--- config.mk ---
export PLATFORM = sky130hd
export DESIGN_NAME = websocket_masked_frame_encoder
export DESIGN_NICKNAME = d
export VERILOG_FILES = /design/src/rtl/core/wsenc_pkg.sv /design/src/rtl/core/wsenc_front.sv /design/src/rtl/core/wsenc_queue.sv /design/src/rtl/core/wsenc_back.sv /design/src/rtl/core/websocket_masked_frame_encoder.sv
export SDC_FILE = /design/constraint.sdc
export NUM_CORES = 1
export LEC_CHECK = 0
export BUFFER_PORTS_ARGS = -buffer_cell sky130_fd_sc_hd__buf_2
export CAP_MARGIN = 20
export CELL_PAD_IN_SITES_DETAIL_PLACEMENT = 0
export CELL_PAD_IN_SITES_GLOBAL_PLACEMENT = 1
export CORE_UTILIZATION = 56
export DETAILED_ROUTE_END_ITERATION = 7
export PLACE_DENSITY_LB_ADDON = 0.1
export SLEW_MARGIN = 30
export SYNTH_ARGS = -nofsm -noshare
export SYNTH_HDL_FRONTEND = slang
export SYNTH_SLANG_ARGS = --single-unit
--- constraint.sdc ---
create_clock -name clk -period 8.98 [get_ports clk]
set_input_delay 1.347 -clock clk [delete_from_list [all_inputs] [get_ports clk]]
set_output_delay 1.347 -clock clk [all_outputs]
set_load 0.05 [all_outputs]
--- src/rtl/core/wsenc_pkg.sv ---
// Shared types and constants for the WebSocket masked frame encoder.
// Used by the front, queue, back and top-level modules; depends on nothing.
package wsenc_pkg;

  localparam int LEN_W = 63;
  localparam int KEY_W = 32;
  localparam int QUEUE_DEPTH_DEF = 4;

  localparam logic CMD_START = 1'b0;
  localparam logic CMD_DATA  = 1'b1;

  localparam logic [7:0] HDR_BYTE   = 8'h81;
  localparam logic [7:0] MASK_BIT   = 8'h80;
  localparam logic [7:0] LEN_CODE16 = 8'd126;
  localparam logic [7:0] LEN_CODE64 = 8'd127;
  localparam logic [LEN_W-1:0] LEN_SHORT_MAX = LEN_W'(125);
  localparam logic [LEN_W-1:0] LEN16_MAX     = LEN_W'(65535);

  localparam logic [2:0] EXT16_LAST = 3'd1;
  localparam logic [2:0] EXT64_LAST = 3'd7;
  localparam logic [1:0] KEY_LAST   = 2'd3;

  typedef struct packed {
    logic             is_start;
    logic [7:0]       byte_val;
    logic             last;
    logic             has_ext;
    logic [2:0]       ext_last;
    logic [63:0]      ext;
    logic [KEY_W-1:0] key;
  } job_t;

  typedef enum logic [1:0] {
    BK_IDLE,
    BK_LEN,
    BK_EXT,
    BK_KEY
  } back_state_t;

endpackage

--- src/rtl/core/wsenc_front.sv ---
// Front end: takes items, tracks the open frame, makes jobs of starts and frame bytes.
// Depends on wsenc_pkg.
module wsenc_front
  import wsenc_pkg::*;
(
  input  logic             clk,
  input  logic             rst_n,
  input  logic             accept,
  input  logic             cmd,
  input  logic [LEN_W-1:0] payload_length,
  input  logic [KEY_W-1:0] mask_key,
  input  logic [7:0]       data_byte,
  output logic             push,
  output job_t             job
);

  logic             frame_open_r, frame_open_nxt;
  logic [LEN_W-1:0] bytes_left_r, bytes_left_nxt;
  logic [KEY_W-1:0] key_r, key_nxt;
  logic [1:0]       kidx_r, kidx_nxt;
  logic [LEN_W-1:0] left_dec;
  logic [7:0]       key_byte;
  logic             is_short;
  logic             is_mid;

  assign left_dec = bytes_left_r - LEN_W'(1);
  assign is_short = (payload_length <= LEN_SHORT_MAX);
  assign is_mid   = (payload_length <= LEN16_MAX);

  always_comb begin
    unique case (kidx_r)
      2'd0:    key_byte = key_r[31:24];
      2'd1:    key_byte = key_r[23:16];
      2'd2:    key_byte = key_r[15:8];
      default: key_byte = key_r[7:0];
    endcase
  end

  always_comb begin
    frame_open_nxt = frame_open_r;
    bytes_left_nxt = bytes_left_r;
    key_nxt        = key_r;
    kidx_nxt       = kidx_r;
    push           = 1'b0;
    job            = '0;
    job.key        = mask_key;
    if (accept) begin
      if (cmd == CMD_START) begin
        push           = 1'b1;
        job.is_start   = 1'b1;
        job.last       = (payload_length == '0);
        job.has_ext    = !is_short;
        if (is_short) begin
          job.byte_val = MASK_BIT | payload_length[7:0];
        end else if (is_mid) begin
          job.byte_val = MASK_BIT | LEN_CODE16;
        end else begin
          job.byte_val = MASK_BIT | LEN_CODE64;
        end
        if (is_mid) begin
          job.ext_last = EXT16_LAST;
          job.ext      = {payload_length[15:0], 48'd0};
        end else begin
          job.ext_last = EXT64_LAST;
          job.ext      = {1'b0, payload_length};
        end
        frame_open_nxt = (payload_length != '0);
        bytes_left_nxt = payload_length;
        key_nxt        = mask_key;
        kidx_nxt       = 2'd0;
      end else if (frame_open_r) begin
        push           = 1'b1;
        job.byte_val   = data_byte ^ key_byte;
        job.last       = (left_dec == '0);
        bytes_left_nxt = left_dec;
        kidx_nxt       = kidx_r + 2'd1;
        frame_open_nxt = (left_dec != '0);
      end
    end
  end

  always_ff @(posedge clk) begin
    if (!rst_n) begin
      frame_open_r <= 1'b0;
    end else begin
      frame_open_r <= frame_open_nxt;
    end
    bytes_left_r <= bytes_left_nxt;
    key_r        <= key_nxt;
    kidx_r       <= kidx_nxt;
  end

endmodule

--- src/rtl/core/wsenc_queue.sv ---
// Short job queue between the front end and the back end.
// Depends on wsenc_pkg for the job type.
module wsenc_queue
  import wsenc_pkg::*;
#(
  parameter int DEPTH = QUEUE_DEPTH_DEF
)
(
  input  logic clk,
  input  logic rst_n,
  input  logic push,
  input  job_t push_job,
  input  logic pop,
  output logic full,
  output logic not_empty,
  output job_t head
);

  localparam int PTR_W = (DEPTH > 1) ? $clog2(DEPTH) : 1;
  localparam int CNT_W = $clog2(DEPTH + 1);

  job_t             mem_r [DEPTH];
  logic [PTR_W-1:0] wr_ptr_r, wr_ptr_nxt;
  logic [PTR_W-1:0] rd_ptr_r, rd_ptr_nxt;
  logic [CNT_W-1:0] count_r, count_nxt;

  assign full      = (count_r == CNT_W'(DEPTH));
  assign not_empty = (count_r != '0);
  assign head      = mem_r[rd_ptr_r];

  always_comb begin
    wr_ptr_nxt = wr_ptr_r;
    rd_ptr_nxt = rd_ptr_r;
    count_nxt  = count_r;
    if (push) begin
      wr_ptr_nxt = (wr_ptr_r == PTR_W'(DEPTH - 1)) ? '0 : wr_ptr_r + PTR_W'(1);
    end
    if (pop) begin
      rd_ptr_nxt = (rd_ptr_r == PTR_W'(DEPTH - 1)) ? '0 : rd_ptr_r + PTR_W'(1);
    end
    if (push && !pop) begin
      count_nxt = count_r + CNT_W'(1);
    end else if (pop && !push) begin
      count_nxt = count_r - CNT_W'(1);
    end
  end

  always_ff @(posedge clk) begin
    if (!rst_n) begin
      wr_ptr_r <= '0;
      rd_ptr_r <= '0;
      count_r  <= '0;
    end else begin
      wr_ptr_r <= wr_ptr_nxt;
      rd_ptr_r <= rd_ptr_nxt;
      count_r  <= count_nxt;
    end
    if (push) begin
      mem_r[wr_ptr_r] <= push_job;
    end
  end

endmodule

--- src/rtl/core/wsenc_back.sv ---
// Back end: expands start jobs into header bytes and drives the output register.
// Depends on wsenc_pkg.
module wsenc_back
  import wsenc_pkg::*;
(
  input  logic       clk,
  input  logic       rst_n,
  input  logic       job_valid,
  input  job_t       job,
  output logic       pop,
  input  logic       out_stall,
  output logic       out_valid,
  output logic [7:0] out_byte,
  output logic       out_frame_last
);

  back_state_t      state_r, state_nxt;
  logic [7:0]       len_byte_r;
  logic             has_ext_r;
  logic             empty_r;
  logic [63:0]      ext_r;
  logic [2:0]       ext_cnt_r;
  logic [2:0]       ext_last_r;
  logic [KEY_W-1:0] key_r;
  logic [1:0]       key_cnt_r;
  logic             out_valid_r;
  logic [7:0]       out_byte_r;
  logic             out_last_r;
  logic             adv;
  logic             emit;
  logic [7:0]       emit_byte;
  logic             emit_last;

  assign adv = !out_valid_r || !out_stall;

  always_comb begin
    state_nxt = state_r;
    if (adv) begin
      unique case (state_r)
        BK_IDLE: begin
          if (job_valid && job.is_start) begin
            state_nxt = BK_LEN;
          end
        end
        BK_LEN: state_nxt = has_ext_r ? BK_EXT : BK_KEY;
        BK_EXT: begin
          if (ext_cnt_r == ext_last_r) begin
            state_nxt = BK_KEY;
          end
        end
        BK_KEY: begin
          if (key_cnt_r == KEY_LAST) begin
            state_nxt = BK_IDLE;
          end
        end
        default: state_nxt = BK_IDLE;
      endcase
    end
  end

  always_comb begin
    pop       = 1'b0;
    emit      = 1'b0;
    emit_byte = '0;
    emit_last = 1'b0;
    unique case (state_r)
      BK_IDLE: begin
        pop       = adv && job_valid;
        emit      = pop;
        emit_byte = job.is_start ? HDR_BYTE : job.byte_val;
        emit_last = !job.is_start && job.last;
      end
      BK_LEN: begin
        emit      = adv;
        emit_byte = len_byte_r;
      end
      BK_EXT: begin
        emit      = adv;
        emit_byte = ext_r[63:56];
      end
      BK_KEY: begin
        emit      = adv;
        emit_byte = key_r[31:24];
        emit_last = empty_r && (key_cnt_r == KEY_LAST);
      end
      default: begin
        emit = 1'b0;
      end
    endcase
  end

  always_ff @(posedge clk) begin
    if (!rst_n) begin
      state_r     <= BK_IDLE;
      out_valid_r <= 1'b0;
    end else begin
      state_r <= state_nxt;
      if (adv) begin
        out_valid_r <= emit;
      end
    end
    if (emit) begin
      out_byte_r <= emit_byte;
      out_last_r <= emit_last;
    end
    if (pop && job.is_start) begin
      len_byte_r <= job.byte_val;
      has_ext_r  <= job.has_ext;
      empty_r    <= job.last;
      ext_r      <= job.ext;
      ext_cnt_r  <= '0;
      ext_last_r <= job.ext_last;
      key_r      <= job.key;
      key_cnt_r  <= '0;
    end else if (adv && state_r == BK_EXT) begin
      ext_r     <= {ext_r[55:0], 8'd0};
      ext_cnt_r <= ext_cnt_r + 3'd1;
    end else if (adv && state_r == BK_KEY) begin
      key_r     <= {key_r[KEY_W-9:0], 8'd0};
      key_cnt_r <= key_cnt_r + 2'd1;
    end
  end

  assign out_valid      = out_valid_r;
  assign out_byte       = out_byte_r;
  assign out_frame_last = out_last_r;

endmodule

--- src/rtl/core/websocket_masked_frame_encoder.sv ---
// Top level of the WebSocket client text-frame encoder with masking.
// Instantiates wsenc_front, wsenc_queue and wsenc_back; depends on wsenc_pkg.
//
// A start item produces the frame header as 6, 8 or 14 output bytes (header byte, length
// byte, optional 16-bit or 64-bit length extension, four key bytes), one byte per cycle from
// the back end's header sequencer while the output is not stalled. Each payload byte of an
// open frame produces one masked byte; payload bytes with no open frame are taken and dropped.
// Input is accepted every cycle while the job queue has room, so payload streams at one byte
// per cycle and a header stalls the input only once the queue fills. The output register
// holds a byte while out_stall is high; the queue stops draining but takes input until full.
module websocket_masked_frame_encoder
  import wsenc_pkg::*;
#(
  parameter int QUEUE_DEPTH = QUEUE_DEPTH_DEF
)
(
  input  logic             clk,
  input  logic             rst_n,
  input  logic             in_valid,
  output logic             in_stall,
  input  logic             in_cmd,
  input  logic [LEN_W-1:0] in_payload_length,
  input  logic [KEY_W-1:0] in_mask_key,
  input  logic [7:0]       in_data_byte,
  output logic             out_valid,
  input  logic             out_stall,
  output logic [7:0]       out_byte,
  output logic             out_frame_last
);

  logic accept;
  logic push;
  job_t push_job;
  logic pop;
  logic full;
  logic not_empty;
  job_t head;

  assign in_stall = full;
  assign accept   = in_valid && !full;

  wsenc_front u_front (
    .clk            (clk),
    .rst_n          (rst_n),
    .accept         (accept),
    .cmd            (in_cmd),
    .payload_length (in_payload_length),
    .mask_key       (in_mask_key),
    .data_byte      (in_data_byte),
    .push           (push),
    .job            (push_job)
  );

  wsenc_queue #(
    .DEPTH (QUEUE_DEPTH)
  ) u_queue (
    .clk       (clk),
    .rst_n     (rst_n),
    .push      (push),
    .push_job  (push_job),
    .pop       (pop),
    .full      (full),
    .not_empty (not_empty),
    .head      (head)
  );

  wsenc_back u_back (
    .clk            (clk),
    .rst_n          (rst_n),
    .job_valid      (not_empty),
    .job            (head),
    .pop            (pop),
    .out_stall      (out_stall),
    .out_valid      (out_valid),
    .out_byte       (out_byte),
    .out_frame_last (out_frame_last)
  );

endmodule
==> flow_summary.toml, run 1 <==
[die]
fp.dieW_um = 223
fp.dieH_um = 223
core_sq_um = 47900
start_util_pct = 57.1
die_area_sq_um = 49800
io_pins = 119
num_rows = 80

[route]
firstDrtPassIters = 5
routed_wl_um = 63800
via_count = 15400
routedWlPerCell_um = 25.0
drc = 0
via_per_inst = 6.06
first_iter_violations = 1468
antenna_left = 0

[logic_synthesis]
yosysTopAreaCell = "edfxtp_1"
seq_area_frac_synth_pct = 72.2
synth_cells = 1746
syn_area_per_cell_sq_um = 15.7
ys.flop_type = "edfxtp_1"
synthDistinctLibCells = 57
synth_edf_count = 646
yosys_warnings = 0
syn_area_sq_um = 27400
synth_async_sr_flop_share_pct = 0
synthTopCellsByArea = "edfxtp_1 (71%), mux4_2 (8.8%), nand2_1 (3.9%)"
synth_fp_nets = 1874
ys_ff_latch = 664
synth_top_area_share_pct = 70.9

[layout]
multi_input_area_sq_um = 7270
final_util_pct = 64.5
regArea_sq_um = 19800
n_fill_cell = 3474
final_cell_mix = "edfxtp_1 (646), nand2_1 (280), buf_2 (117), nor2_1 (115), mux4_2 (107)"
nets = 2003
mostFrequentLayoutCell = "edfxtp_1"
n_antenna_cell = 0
drive_above_1_share_pct = 19.3
area_delta_synth_final_pct = 13.1

[pwr]
p_per_area_nw_per_um2 = 294
peakVddDrop_mv = 0.185
p_total_w = 0.00911
leakage_nw = 10.5

[sta]
worstMarginPinSlew_ns = 0.919
slew_viol_final = 0
hold_violations = 0
final.setup.tns_ns = 0
rsz0062_at_grt = "false"
setup_viol = 0
skew_ns = 0.0202
fin_crit_ns = 4.40
fmax_ghz = 0.227
post-route-period-util_pct = 49.0
slew_headroom_pct = 38.7

[critical_path]
cp-start-kind = "flip-flop"
path_max_fanout = 15
arrival_ns = 4.80
worstSetupEndpointType = "flip-flop"
r2r_end = "u_queue.mem_r[3][100]"
timing.rr.start = "u_front.bytes_left_r[0]"
r2r_setup_slack_ns = 4.58
worstRegToRegCells = 11
cp_data_required_time_ns = 9.38
worstSetupPathType = "flip-flop to flip-flop"

[clock_tree]
clkSlewWorstSetupHoldPaths_ns = 0.06
cts_sinks = 664
clock_latency_ns = 0.60
cts_buffer_depth = 3
ctsHoldBuffers = 0
cts_resized = 0
tritoncts = "built"
root_buffer = "clkbuf_16"
cts_made_buffers = 69
post-cts-setup-buffers = 0
h-tree-depth = 3

[global_routing]
grt_use_met3_pct = 5.00
antenna_found_initial = 2
grt_pass1_wl_um = 94600
met2_usage_pct = 42.8
grt_overflow = 0
grt_busiest_layer = "met2"
grt_max_degree = 93
grt_use_met1_pct = 34.8
grt_pass1_vias = 15200
track_usage_pct = 26.1

[placed_design]
port_buffers = 118
dp_hpwl_um = 40300
gp_congestion = 0.872

[run_status]
status = "complete, no violations"

[worst_hold_path]
min_from = "u_back.ext_cnt_r[1]"
min_to = "u_back.ext_cnt_r[1]"
min_path_cells = 2
hold_path_class = "flip-flop to flip-flop"

[flow_run]
maxCapViolations = 0
==> registers in the layout, indices dropped and copies added (netlist names), 3 cells and up, named ones only <==
name	cells
u_queue.mem_r	432
u_back.ext_r	64
u_front.bytes_left_r	63
u_back.key_r	32
u_front.key_r	32
u_back.len_byte_r	8
u_back.out_byte	8
u_back.ext_cnt_r	3
u_queue.count_r	3
==> cells by family (layout without fill, tap and decap cells) <==
logic type / count (synthesis) / in the layout / synth area share (%)
XOR/XNOR: 74 / 74 / 2.37
AND/OR/NAND/NOR: 618 / 618 / 10.6
AO/OA/AOI/OAI: 152 / 152 / 3.26
multiplexers: 117 / 117 / 9.18
adder cells (fa/ha/maj): 20 / 20 / 0.942
flip-flops: 664 / 664 / 72.2
buffers and inverters: 101 / 287 / 1.41
==> cells in the mapped netlist, drive strengths merged (3+ instances only) <==
library cell  instances
nand3b                6
mux4                107
edfxtp              646
buf                   9
xnor2                45
dfxtp                18
clkbuf               73
and3                  3
o21ai                29
nand3                18
xor2                 29
nand2b                5
nand4                13
inv                  18
nor2                117
nor4                 37
nor4b                 3
or4                   8
nor3                 32
mux2i                 8
a31oi                 7
a222oi               16
or2                   5
and2                 68
or3                  13
o21a                  7
nand2               282
ha                   19
a21oi                83
==> worst max path at each step <==
stage	from	end	slack, ns	cells past startpoint
2_1_floorplan	in_cmd	u_queue.mem_r[0][0]	2.46	5
3_3_place_gp	in_cmd	u_queue.mem_r[0][67]	3.92	7
3_5_place_dp	in_cmd	u_queue.mem_r[2][67]	3.87	7
4_1_cts	u_front.bytes_left_r[0]	u_queue.mem_r[3][100]	4.43	11
5_1_grt	flip-flop	u_back.key_r[3]	4.31	7
6_report	u_front.bytes_left_r[0]	u_queue.mem_r[3][100]	4.58	11
==> layout make-up <==
class | count | area share (%)
inverters | 19 | 0.235
flip-flops and latches | 664 | 63.9
clock inverters | 38 | 1.15
multi-input cells | 981 | 23.5
repair buffers | 140 | 2.66
well taps | 615 | 2.49
clock buffers | 90 | 6.11
==> power by group <==
group / internal, W / switching, W / leakage, nW / total (W)
Sequential: 0.00408 / 0.000240 / 6.20 / 0.00432
Combinational: 0.000741 / 0.00123 / 3.18 / 0.00197
Clock: 0.00166 / 0.00116 / 1.09 / 0.00282
Total: 0.00648 / 0.00263 / 10.5 / 0.00911
==> worst max-delay path, cell delays in order, from the launching register on <==
cell      delay [ns]
edfxtp_1        0.46
inv_1           0.09
ha_1            0.18
nand2b_1        0.11
or4b_1          0.85
or3_1           0.62
nor3_2          0.47
nand3_1         0.16
xnor2_1         0.21
nor4_2          0.60
nand4_1         0.16
a21oi_1         0.28
==> routing by layer <==
metal / part of all wire, % / up-vias
met2: 49 / 506
met4: 3.9 / 4
met3: 6.1 / 129
met1: 41 / 7869
met5: 0.036 / -
li1: - / 6938
==> metrics by stage <==
stage	cells	hold slack [ns]	setup WS, ns	instance area (sq um)
global route	2547	0.532	4.31	30900
floorplan	1746	0.462	2.46	27400
CTS	2545	0.502	4.43	30900
global placement	2416	0.474	3.92	28600
detailed placement	2417	0.492	3.87	28600
finish	2547	0.504	4.58	30900
(Power assumes the default switching activity.)
==> run 2: changes to the inputs <==
--- a/config.mk
+++ b/config.mk
@@ -5,11 +5,12 @@
 export SDC_FILE = /design/constraint.sdc
 export NUM_CORES = 1
 export LEC_CHECK = 0
+export ABC_AREA = 1
 export BUFFER_PORTS_ARGS = -buffer_cell sky130_fd_sc_hd__buf_2
 export CAP_MARGIN = 20
 export CELL_PAD_IN_SITES_DETAIL_PLACEMENT = 0
 export CELL_PAD_IN_SITES_GLOBAL_PLACEMENT = 1
-export CORE_UTILIZATION = 56
+export CORE_UTILIZATION = 45
 export DETAILED_ROUTE_END_ITERATION = 7
 export PLACE_DENSITY_LB_ADDON = 0.1
 export SLEW_MARGIN = 30
==> constraint.sdc (replaced) <==
create_clock -name clk -period 3.9 [get_ports clk]
set_input_delay 0.585 -clock clk [delete_from_list [all_inputs] [get_ports clk]]
set_output_delay 0.585 -clock clk [all_outputs]
set_load 0.05 [all_outputs]
==> flow_summary.toml, run 2 <==
[critical_path]
r2r_end = "u_queue.mem_r[2][55]"
arrival_ns = 3.78
worst_path_max_delay_cell = "buf_4"
timing.rr.start = "u_queue.count_r[0]"
path_max_fanout = 47
critical_path.cell_chain = "nor2_1, nand2_1, nand2_1, nor2_4, buf_4, inv_1, nor2_1, inv_2, buf_4, nor2_1"
r2r_setup_slack_ns = 0.47
worstSetupEndpointType = "flip-flop"
cp_slowest_stage_delay_ns = 0.52
cp_data_required_time_ns = 4.25
worstRegToRegCells = 10
worstSetupPathType = "flip-flop to flip-flop"
path_common_cell = "nor2_1"
cp-start-kind = "flip-flop"

[clock_tree]
clock_latency_ns = 0.63
tritoncts = "built"
post-cts-setup-buffers = 0
h-tree-depth = 3
clkSlewWorstSetupHoldPaths_ns = 0.06
cts_buffer_depth = 3
cts_sinks = 664
cts_made_buffers = 72
cts_resized = 0
ctsHoldBuffers = 0
root_buffer = "clkbuf_16"

[logic_synthesis]
synth.most_common_cell = "nor2_1"
synth_cells = 2744
synth-adder-area-share_pct = 0.883
syn_area_per_cell_sq_um = 10.6
synthTopCellsByCount = "nor2_1 (746), edfxtp_1 (646), nand2_1 (377)"
synth_fp_nets = 2872
syn_area_sq_um = 29200
synth_top_area_share_pct = 66.5
seq_area_frac_synth_pct = 67.7
ys_ff_latch = 664
yosysTopAreaCell = "edfxtp_1"
synthTopCellsByArea = "edfxtp_1 (66%), nor2_1 (9.6%), o21ai_0 (5.3%)"
synth_edf_count = 646
synthXorXnorAreaFrac_pct = 0.360
synth_top_family_by_area = "simple AND/OR/NAND/NOR gates"
yosys_warnings = 0
synth_async_sr_flop_share_pct = 0
synth_mux_area_share_pct = 0
synthDistinctLibCells = 45
ys.flop_type = "edfxtp_1"
synth_compound_area_share_pct = 9.32
synthSimpleGateAreaFrac_pct = 18.2

[global_routing]
track_usage_pct = 26.5
antenna_found_initial = 4
grt_max_degree = 197
grt_pass1_vias = 19800
grt_overflow = 0
grt_pass1_wl_um = 129000

[layout]
final_cell_mix = "nor2_1 (740), edfxtp_1 (646), nand2_1 (376), o21ai_0 (307), inv_1 (133)"
nets = 2990
area_delta_synth_final_pct = 14.4
largest_register_ffs = 432
mostFrequentLayoutCell = "nor2_1"
finalNonFillerCells = 3770
drive_above_1_share_pct = 11.4
largest-register = "u_queue.mem_r"
top_regs = "u_queue.mem_r (432), u_back.ext_r (64), u_front.bytes_left_r (63)"

[sta]
final.setup.tns_ns = 0
post-route-period-util_pct = 88.0
setup_viol = 0
skew_ns = 0.0352
slew_headroom_pct = 29.0
hold_violations = 0
slew_viol_final = 0
fin_crit_ns = 3.43
fmax_ghz = 0.291
rsz0062_at_grt = "false"
worstMarginPinSlew_ns = 1.07

[placed_design]
dp.cells = 3634
gp_congestion = 0.930
dp_hpwl_um = 58700
port_buffers = 118

[die]
core_sq_um = 63500
fp.dieH_um = 257
fp.dieW_um = 257
num_rows = 92
die_area_sq_um = 65900
io_pins = 119
start_util_pct = 45.9

[route]
routed_wl_um = 87500
first_iter_violations = 1971
drc = 0
via_count = 20800
routedWlPerCell_um = 23.2
antenna_left = 0
firstDrtPassIters = 5
via_per_inst = 5.51

[pwr]
p_per_area_nw_per_um2 = 706
peakVddDrop_mv = 0.491
leakage_nw = 12.0

[worst_hold_path]
min_path_cells = 1
min_from = "in_mask_key[7]"
min_to = "u_queue.mem_r[3][7]"
hold_path_class = "input pin to flip-flop"

[run_status]
status = "complete, no violations"

[flow_run]
maxCapViolations = 0
[run 2: changes by cell type after synthesis, moves of 18 or more]
cell / delta
nor2_1: +630
o21ai_0: +280
inv_1: +117
mux4_2: -107
nand2_1: +95
a31oi_1: +85
and2_1: -59
xnor2_1: -41
nand3_1: +35
nor4_1: -29
a21oi_1: -27
xor2_1: -21
nor3_1: -19
buf_2: +18
[run 2: logic make-up after synthesis]
logic type,count (synthesis)
xor gates and xnor gates,12
and+or+nand+nor,1287
AOI/OAI and AO/OA,499
DFF,664
buffers and inverters,262
adders and majority gates,20
[run 2: how the worst max path moves through the flow]
stage	slack, ns	endpoint	cells after the start	from
2_1_floorplan	-0.54	u_queue.mem_r[0][0]	4	in_valid
3_3_place_gp	0.54	u_queue.mem_r[2][86]	9	in_payload_length[51]
3_5_place_dp	0.51	u_queue.mem_r[3][86]	9	in_payload_length[51]
4_1_cts	0.59	u_queue.mem_r[2][55]	10	u_queue.count_r[0]
5_1_grt	0.36	u_queue.mem_r[2][55]	10	u_queue.count_r[0]
6_report	0.47	u_queue.mem_r[2][55]	10	u_queue.count_r[0]
[run 2: stage by stage]
stage	util [%]	instance area [sq um]	total power, W	worst slack [ns]	hold WS [ns]
after CTS	52.5	33400	0.0237	0.586	0.176
after global placement	48.7	30900	0.0166	0.544	0.457
after detailed placement	48.7	31000	0.0167	0.510	0.474
final	52.5	33400	0.0236	0.468	0.200
after global routing	52.5	33400	0.0247	0.359	0.193
after floorplan	-	29200	0.0142	-0.543	0.445
[run 2: layout make-up]
cell class	instances	area, sq um
diodes	3	7.51
flip-flops and latches	664	19800
well taps	846	1060
fillers	5665	30200
multi-input cells	1818	8450
repair buffers	163	1130
inverters	143	549
clock inverters	47	527
clock buffers	86	1900
[run 2: metal layers]
| layer | up-vias | wire (um) | GRT usage, % |
|---|---|---|---|
| met3 | 114 | 5880 | 3.78 |
| met1 | 10200 | 40200 | 39.7 |
| met5 | - | 0 | 0 |
| met4 | 0 | 2020 | 7.03 |
| met2 | 704 | 39400 | 40.5 |
| li1 | 9757 | - | - |
[run 2: where the power goes]
group          internal [W]  switching (W)
sequential          0.00961       0.000550
clock               0.00417        0.00288
combinational       0.00176        0.00462
total                0.0155        0.00804
[run 2: critical path: cells and delay by family (launching register included)]
kind / cells / cell delay, ns
flops: 1 / 0.39
simple gates: 6 / 1.47
buf+inv: 4 / 1.28
==> run 3: changes to the inputs <==
--- a/config.mk
+++ b/config.mk
@@ -12,6 +12,7 @@
 export CELL_PAD_IN_SITES_GLOBAL_PLACEMENT = 1
 export CORE_UTILIZATION = 45
 export DETAILED_ROUTE_END_ITERATION = 7
+export MAX_ROUTING_LAYER = met4
 export PLACE_DENSITY_LB_ADDON = 0.1
 export SLEW_MARGIN = 30
 export SYNTH_ARGS = -nofsm -noshare
==> flow_summary.toml, run 3 (synthesis results as in run 2) <==
[route]
antenna_left = 0
firstDrtPassIters = 5
routed_wl_um = 89700
routedWlPerCell_um = 23.8
via_count = 20800
first_iter_violations = 2079
via_per_inst = 5.52
drc = 0

[run_status]
status = "complete, no violations"

[global_routing]
grt_max_degree = 154
antenna_found_initial = 5
grt_pass1_wl_um = 131000
grt_overflow = 0
grt_pass1_vias = 19700
track_usage_pct = 27.8

[sta]
worstMarginPinSlew_ns = 1.00
setup_viol = 0
fmax_ghz = 0.283
final.setup.tns_ns = 0
post-route-period-util_pct = 90.5
rsz0062_at_grt = "false"
skew_ns = 0.0293
slew_viol_final = 0
fin_ws_ns = 0.370
fin_crit_ns = 3.53
hold_violations = 0
slew_headroom_pct = 33.0

[clock_tree]
ctsHoldBuffers = 0
tritoncts = "built"
clock_latency_ns = 0.64
root_buffer = "clkbuf_16"
cts_sinks = 664
cts_resized = 0
cts_made_buffers = 74
h-tree-depth = 3
post-cts-setup-buffers = 0
cts_buffer_depth = 3
clkSlewWorstSetupHoldPaths_ns = 0.06

[worst_hold_path]
hold_path_class = "input pin to flip-flop"

[layout]
top_regs = "u_queue.mem_r (432), u_back.ext_r (64), u_front.bytes_left_r (63)"
regArea_sq_um = 19800
mostFrequentLayoutCell = "nor2_1"
largest_register_ffs = 432
area_delta_synth_final_pct = 13.9
n_fill_cell = 5699
finalNonFillerCells = 3771
multi_input_area_sq_um = 8450
final_cell_mix = "nor2_1 (740), edfxtp_1 (646), nand2_1 (376), o21ai_0 (307), inv_1 (133)"
largest-register = "u_queue.mem_r"
drive_above_1_share_pct = 11.3
final_util_pct = 52.3
nets = 2989

[critical_path]
path_max_fanout = 47
worstSetupEndpointType = "flip-flop"
cp_data_required_time_ns = 4.23
cp-start-kind = "flip-flop"
worstSetupPathType = "flip-flop to flip-flop"
worst_path_max_delay_cell = "nor2_1"
path_common_cell = "nor2_1"
cp_slowest_stage_delay_ns = 0.60
critical_path.cell_chain = "nor2_1, nand2_1, nand2_1, nor2_4, buf_4, inv_1, nor2_1, inv_2, nor2_1"
arrival_ns = 3.86

[die]
core_sq_um = 63500
fp.dieH_um = 257
die_area_sq_um = 65900
start_util_pct = 45.9
io_pins = 119
num_rows = 92
fp.dieW_um = 257

[flow_run]
maxCapViolations = 0

[placed_design]
preCtsSetupSlack_ns = 0.458
gp_congestion = 0.937
dp_hpwl_um = 59800
port_buffers = 118
dp.cells = 3631

[pwr]
p_per_area_nw_per_um2 = 698
leakage_nw = 11.9
peakVddDrop_mv = 0.451
-- run 3: changes by cell type in the layout (fill, tap and decap cells not counted), sizes merged --
cell    before  now
buf        163  160
bufinv      10    2
clkbuf      86   91
clkinv      29   34
diode        3    4
inv        147  148
-- run 3: where the power goes --
group | switching, W | total, W | internal, W
Clock | 0.00293 | 0.00662 | 0.00370
Combinational | 0.00469 | 0.00644 | 0.00175
Sequential | 0.000515 | 0.0101 | 0.00962
-- run 3: worst paths after layout --
path	from	depth (start not counted)	slack, ns	end
worst max register to register	u_queue.count_r[0]	9	0.37	u_queue.mem_r[1][55]
worst min register to register	u_back.key_cnt_r[1]	2	0.47	u_back.key_cnt_r[1]
worst max-delay path	u_queue.count_r[0]	9	0.37	u_queue.mem_r[1][55]
worst min-delay path	in_mask_key[21]	1	0.19	u_queue.mem_r[1][21]
-- run 3: routing by layer --
layer	part of all wire [%]	track usage, %
met1	46	39.8
met2	45	41.0
met3	7.2	4.74
met4	2.2	7.61
met5	0	-
-- run 3: through the flow --
| step | hold WS (ns) | power (W) | cell area, sq um |
|---|---|---|---|
| after floorplan | 0.445 | 0.0142 | 29200 |
| after global placement | 0.454 | 0.0166 | 30900 |
| after detailed placement | 0.462 | 0.0167 | 31000 |
| after CTS | 0.162 | 0.0233 | 33200 |
| after global routing | 0.185 | 0.0243 | 33200 |
| final | 0.193 | 0.0232 | 33200 |
-- run 3: area by class of cell --
cell class                 count  area share [%]
antenna                        4          0.0301
clock buffer                  91            5.79
clock inverter                45            1.05
inverter                     143            1.65
multi-input combinational   1818            25.4
sequential                   664            59.5
tap                          846            3.18
timing repair buffer         160            3.40
-- run 3: critical path, delay by kind of cell, from the launching register on --
kind | cells | cell delay [ns]
flops | 1 | 0.39
buf+inv | 3 | 1.08
simple gates | 6 | 1.73
